File: src/design/ist_pkg.sv
// shared types and codes for the integer set table
package ist_pkg;

	// default number of cells in the chain
	localparam int IST_CAPACITY = 64;

	// fixed field widths
	localparam int DATA_W = 32;
	localparam int CFG_W  = 7;
	localparam int POS_W  = 6;
	localparam int CNT_W  = 7;

	// request kinds
	localparam logic [1:0] OP_INSERT = 2'd0;
	localparam logic [1:0] OP_REMOVE = 2'd1;
	localparam logic [1:0] OP_SEARCH = 2'd2;

	// result status codes
	localparam logic [1:0] ST_DONE      = 2'd0;
	localparam logic [1:0] ST_DUP       = 2'd1;
	localparam logic [1:0] ST_NOT_FOUND = 2'd2;
	localparam logic [1:0] ST_FULL      = 2'd3;

	// broadcast command from the controller to every cell
	typedef struct packed {
		logic cmp;
		logic ins;
		logic rem;
	} cell_cmd_t;

	// bounds wave handed from cell to cell
	typedef struct packed {
		logic                     go;
		logic                     any;
		logic signed [DATA_W-1:0] hi;
		logic signed [DATA_W-1:0] lo;
	} wave_t;

endpackage

File: src/design/ist_cell.sv
// one storage cell of the set chain: entry, compare, shift and bounds wave
module ist_cell #(
	parameter int CAPACITY = ist_pkg::IST_CAPACITY,
	parameter int IDX      = 0
) (
	input  logic                              clk,
	input  logic                              arst_n,
	input  ist_pkg::cell_cmd_t                cmd,
	input  logic signed [ist_pkg::DATA_W-1:0] item,
	input  logic [$clog2(CAPACITY+1)-1:0]     count,
	input  logic [$clog2(CAPACITY)-1:0]       pos,
	input  logic signed [ist_pkg::DATA_W-1:0] right_entry,
	output logic signed [ist_pkg::DATA_W-1:0] entry,
	output logic                              match,
	input  ist_pkg::wave_t                    wave_in,
	output ist_pkg::wave_t                    wave_out
);
	import ist_pkg::*;

	localparam int IDX_W = $clog2(CAPACITY);
	localparam int CNT_W_L = $clog2(CAPACITY + 1);

	logic signed [DATA_W-1:0] entry_q;
	logic                     match_q;
	wave_t                    wave_q;
	wave_t                    wave_d;
	logic                     occ;

	// this cell holds a live entry
	assign occ = CNT_W_L'(IDX) < count;

	// entry store: append at the tail, shift down past a removed entry
	always_ff @(posedge clk) begin
		if (cmd.ins && (CNT_W_L'(IDX) == count)) begin
			entry_q <= item;
		end else if (cmd.rem && (IDX_W'(IDX) >= pos)) begin
			entry_q <= right_entry;
		end
	end

	// compare against the request value
	always_ff @(posedge clk) begin
		if (cmd.cmp) begin
			match_q <= occ && (entry_q == item);
		end
	end

	// fold this entry into the passing bounds wave
	always_comb begin
		wave_d = wave_in;
		if (wave_in.go && occ) begin
			if (!wave_in.any) begin
				wave_d.any = 1'b1;
				wave_d.hi  = entry_q;
				wave_d.lo  = entry_q;
			end else begin
				if (entry_q > wave_in.hi) begin
					wave_d.hi = entry_q;
				end
				if (entry_q < wave_in.lo) begin
					wave_d.lo = entry_q;
				end
			end
		end
	end

	always_ff @(posedge clk or negedge arst_n) begin
		if (!arst_n) begin
			wave_q <= '0;
		end else begin
			wave_q <= wave_d;
		end
	end

	assign entry    = entry_q;
	assign match    = match_q;
	assign wave_out = wave_q;

endmodule

File: config.mk
export PLATFORM = sky130hd
export DESIGN_NAME = ist_cell
export DESIGN_NICKNAME = d
export VERILOG_FILES = /design/src/design/ist_pkg.sv /design/src/design/ist_cell.sv
export SDC_FILE = /design/constraint.sdc
export NUM_CORES = 1
export LEC_CHECK = 0
export BUFFER_PORTS_ARGS = -buffer_cell sky130_fd_sc_hd__buf_2
export CORE_MARGIN = 8
export CORE_UTILIZATION = 49
export DETAILED_ROUTE_END_ITERATION = 8
export HOLD_SLACK_MARGIN = 0.15
export PLACE_DENSITY = 0.81
export SLEW_MARGIN = 20
export SYNTH_ARGS = -nofsm -noshare
export SYNTH_HDL_FRONTEND = slang
export SYNTH_SLANG_ARGS = --single-unit
File: constraint.sdc
create_clock -name clk -period 2.93 [get_ports clk]
set_clock_uncertainty 0.1 [all_clocks]
set_input_delay 0.1465 -clock clk [delete_from_list [all_inputs] [get_ports clk]]
set_output_delay 0.1465 -clock clk [all_outputs]
set_load 0.03 [all_outputs]
Word-level counts from Yosys, hierarchy flattened
Cells that the tools add are included.
Cells by class
  add/subtract/negate cells: 0
  $mul: 0
  divide/modulo/power cells: 0
  order comparisons: 4
  equal/unequal tests: 1
  shift-type cells: 0
  mux-type cells: 6
  bitwise gates (word level): 0
  reductions and logical operators: 6
Operators with widths (number)
  32-bit 2-to-1 mux: 4
  65-bit 2-to-1 mux: 1
  64-bit 2-to-1 mux: 1
  32-bit == test: 1
  32-bit > comparator: 1
  32-bit less-than comparator: 1
  7-bit zero test: 1
  1-bit by 7-bit less-than comparator with 1-bit output (first input constant): 1
  1-bit by 6-bit >= comparator with 1-bit output (first input constant): 1
  1-bit logical AND: 4
  2-bit nonzero test: 1
Word-level totals
  register bits after elaboration: 99
  latch bits: 0
  RAM bits: 0
  memory bits (read-only): 0
  output and inout port bits: 99
  memories: 0

Logic depth before layout (Yosys ltp)
  depth after elaboration: 4
  gate-level depth with buffers: 10

Worst setup path after synthesis
OpenSTA, ideal clock, no wires.
  path kind: input port to flip-flop
  start: input port pos[2]
  end: register entry_q[0], in the netlist entry[0] (enable)
  library setup time: 0.511 ns
  arrival: 4.132 ns
  required time: 2.319 ns
  path slack: -1.814 ns
  stages on the path: 2
  cells stage by stage: or4b_2 -> o41ai_1
Between the ends
  word-level cells in the longest chain between the ends: 3
RTL lines
  start: declaration: line ist_cell.sv:11  | input logic [$clog2(CAPACITY)-1:0] pos,
  1-bit by 6-bit >= comparator with 1-bit output: line ist_cell.sv:36  | end else if (cmd.rem && (IDX_W'(IDX) >= pos)) begin
  1-bit logical AND: line ist_cell.sv:36
  2-bit nonzero test (no line)
  end signal: assignment: line ist_cell.sv:35  | entry_q <= item;
  end signal: assignment: line ist_cell.sv:37  | entry_q <= right_entry;
  end: declaration: line ist_cell.sv:23  | logic signed [DATA_W-1:0] entry_q;
No other way between the ends.
A chain may end at the register's enable or synchronous reset.

==> flow_results.org <==
** Final layout
- Fraction of final layout cells sized beyond drive strength 1 :: ~45%
- Layout overhead on the synthesized area :: 57.12%
- Cells fill 78.28% of the core in the end.
- The layout has 681 filler cells.
- Count of inserted antenna diode cells :: 0
- The multi-input combinational cells in the finished layout cover a total of 0.003062 sq mm.
- Sequential Area :: 0.002643 sq mm
- The final layout contains 1,115 nets.

** Placed design
- Routability-driven placement finished with a final weighted congestion of 0.9326.
- Detailed placer's ending HPWL :: 15,500 um
- Port buffering added 246 buffers.

** Yosys
- Yosys mapped a number of flops with a built-in enable equal to 33.
- Leading post-synthesis cells by cell area :: dfrtp_1, edfxtp_1, ha_1, mux2_2, mux2_4
- In this run, distinct cell masters in the synthesized netlist total 40.
- Biggest area consumer among synthesized cells :: dfrtp_1
- During synthesis, Yosys emitted a total of 0 warnings.
- Share of flip-flops with an asynchronous set or reset :: approximately 67%
- Synth Instances :: 485
- In the synthesized netlist the dominant register cell turns out to be dfrtp_1.
- Total nets after synthesis :: 696
- The average instance in the mapped netlist occupies between 10 and 15 sq um.
- Register area share after synthesis :: 44.53%
- Synthesis inferred 99 register bits.
- Area share of the leading cell type in the synthesized netlist :: between 20% and 30%
- The synthesized netlist occupies a cell area of 0.005934 sq mm.

** STA
- The final number of max-transition violations was 0.
- Fmax :: around 350 MHz
- Hold Fails Final Rpt :: 0
- Measured against its own limit, the worst slew margin works out to 44.10%.
- Transition time at the pin with the least slew margin :: 838.5 ps
- Summed over all failing endpoints, the final setup total negative slack is 0 ps.
- Setup violations remaining at the end of the flow were counted as 0.
- The worst path uses 98.05% of the clock period.
- Final critical path time including I/O delays and setup :: 2873 ps

** Routing
- In the routed design, unresolved DRC markers number 0.
- Detailed-router iteration count before antenna repair :: 4
- For this block, the initial DRC count from the detailed router was ~370.
- The detailed router placed 5,809 vias in this run.
- Routed WL per cell :: between 20 and 25 um
- The detail route stage leaves a number of antenna-violating nets equal to 0.
- Using the TritonRoute via totals, the vias-per-cell ratio works out to 5.501.
- After detailed routing, the total wire length is 23,180 um.

** Clock tree
- In this run the number of H-tree levels came out at 3.
- The clock passes through at most 2 buffers.
- The clock drives 99 sinks.
- At the later pin of the worst-skew pair, clock insertion delay measures ~350 ps.
- Clock transition at path regs :: 70 ps
- CTS placed an instance of clkbuf_16 at the clock tree root.
- CTS tree :: yes
- TritonCTS buffer count :: 9

** Setup path
- Crit path arrival time :: 3010 ps
- Critical Path Most Common Cell :: buf_4
- Flop2flop setup slack :: 60 ps
- Slowest stage delay, CP :: 470 ps
- Critical path data required time :: 3060 ps
- STA classifies the critical path startpoint as a register.
- Max FO, Critical Path :: 6
- Buffers and inverters on the worst path :: 2
- Tracing the worst setup path back leads to its startpoint at entry[27]$_DFFE_PP_.
- The most critical setup path has its endpoint at wave_out[59]$_DFF_PN0_.
- Among all stages on the critical path, the largest delay is contributed by edfxtp_1.
- The worst register-to-register path begins at entry[27]$_DFFE_PP_.
- By startpoint and endpoint, the worst setup path is classified as register to register.
- Among cell families on the critical path, the largest total delay comes from compound AO/OA/AOI/OAI gates.
- Walking the worst path, the cells encountered are buf_4 > ha_1 > nand2_1 > nor4_2 > a221oi_1 > o211ai_1 > o221ai_1 > o21ai_4 > buf_4 > mux2_2.
- Endpoint of the worst-slack reg-to-reg timing path :: wave_out[59]$_DFF_PN0_
- In this run the number of cells on the critical path is 10.
- CP Capture Type :: register
- Worst R2R Path Depth :: 10

** Floorplanning
- The core region is approximately 0.012 sq mm.
- Effective utilization at floorplan :: 49.82%
- The floorplan step set the die height to 126.1 um.
- The die is approximately 130 um wide.
- In this run the core area contains 40 standard-cell rows.
- Die Area :: 0.01589 sq mm
- Top-level port count :: 247

** Outcome
- The run finished with clean final reports.

** Global route
- The first global-routing pass estimated 34,760 um of wire.
- Initial antenna violation count :: 0
- After global routing the overflow that remains totals 0.
- Maximum number of pins on one net before global-route repair :: 37
- Via count of the first global-routing pass :: 6,327
- Global-route total usage across every layer :: 28.18%

** Power and ir drop
- P per Cell Area :: 391.6 mW/mm^2
- Worst VDD drop :: 332.6 uV
- Overall power consumption after layout is estimated at between 3 and 4 mW.
- LEAKAGE :: 4.646 nW

** Min path
- In this run the worst hold path is classified as input port to register.

** Flow run
- Across the run, the number of max-cap violations was 0.
==> placed cells by master (no fill, tap or decap), drive strengths merged, types with 2 or more instances in the layout <==
cell type / n
mux2: 96
nand2b: 2
dlygate4sd3: 132
a21oi: 26
dfrtp: 66
nor4: 12
clkbuf: 13
nand2: 17
edfxtp: 33
nor2: 3
nand3: 3
xnor2: 4
o41ai: 2
a31oi: 3
ha: 63
o21ai: 9
inv: 67
nor3: 6
buf: 285
o211ai: 3
a21o: 4
nand4: 14
xor2: 29
o21a: 3
==> cells by family after synthesis <==
kind of cell	Yosys count	share of synthesized area (%)
flip-flops	99	44.53
AND/OR/NAND/NOR	63	5.925
XOR/XNOR	33	4.870
buffers and inverters	74	5.123
adder cells (fa/ha/maj)	63	13.28
multiplexers	96	20.11
AO/OA/AOI/OAI	57	6.156
==> where the power goes <==
group	internal [mW]	total, mW	switching, mW	leakage [nW]
clock	0.626	1.15	0.524	0.141
combinational	0.459	0.968	0.509	3.44
sequential	1.51	1.53	0.0265	1.07
==> tightest hold or removal path, delay by kind of cell <==
kind                   cells  cell delay [ps]
AND/OR/NAND/NOR            2              130
buffers and inverters      1               90
XOR/XNOR                   1               90
==> cells in the mapped netlist, drive strengths merged, types with 2 or more instances <==
| master | n |
|---|---|
| xnor2 | 4 |
| buf | 9 |
| o41ai | 2 |
| nand3 | 3 |
| nand2 | 17 |
| o211ai | 3 |
| a31oi | 3 |
| dfrtp | 66 |
| nand4 | 14 |
| o21a | 3 |
| a21o | 4 |
| mux2 | 96 |
| o21ai | 9 |
| ha | 63 |
| edfxtp | 33 |
| nand2b | 2 |
| xor2 | 29 |
| nor4 | 12 |
| nor3 | 6 |
| a21oi | 26 |
| inv | 65 |
| nor2 | 3 |
==> sequential cells by signal (all words and copies together), names as in the netlist <==
signal / flops
wave_out: 66
match: 1
entry: 32
==> metal layers <==
layer / global-route usage [%] / part of all wire [%] / up-vias
li1: - / - / 2588
met1: 29.98 / 36 / 2823
met2: 50.30 / 52 / 320
met3: 7.300 / 6.9 / 78
met4: 14.93 / 4.7 / 0
met5: 0 / 0 / -
==> per-stage QoR <==
stage | std cells | hold slack (ps) | cell area (sq um) | worst slack (ps)
finish | 1056 | 178.7 | 9324 | 57.05
CTS | 1044 | 177.5 | 9200 | 18.03
global placement | 896 | 164.2 | 7591 | 11.95
floorplan | 485 | -249.1 | 5953 | 146.9
global route | 1056 | 217.7 | 9324 | -24.23
detailed placement | 896 | 169.8 | 7591 | 13.37
==> final cells by class <==
cell class,count,share of cell area [%]
sequential,99,28.34
timing repair buffer,417,31.23
inverter,65,2.617
clock buffer,13,2.791
clock inverter,3,0.2147
tap,147,1.973
multi-input combinational,312,32.84
==> how the worst min path moves through the flow <==
stage	endpoint	depth (start not counted)	slack [ps]	from
final	match$_DFFE_PP_	4	180	item[16]
after global routing	match$_DFFE_PP_	4	220	item[16]
after CTS	match$_DFFE_PP_	4	180	item[28]
after detailed placement	wave_out[65]$_DFF_PN0_	1	170	wave_in[65]
after global placement	wave_out[0]$_DFF_PN0_	1	160	arst_n
after floorplan	wave_out[0]$_DFF_PN0_	0	-250	arst_n
==> timing repair <==
item,in CTS,in global routing
gates resized for setup,1,7
endpoints found under the setup margin,20,57
setup buffers,0,12
hold endpoints to repair,134,0
hold buffers,132,0
pin swaps,0,4
(Power assumes the default switching activity.)
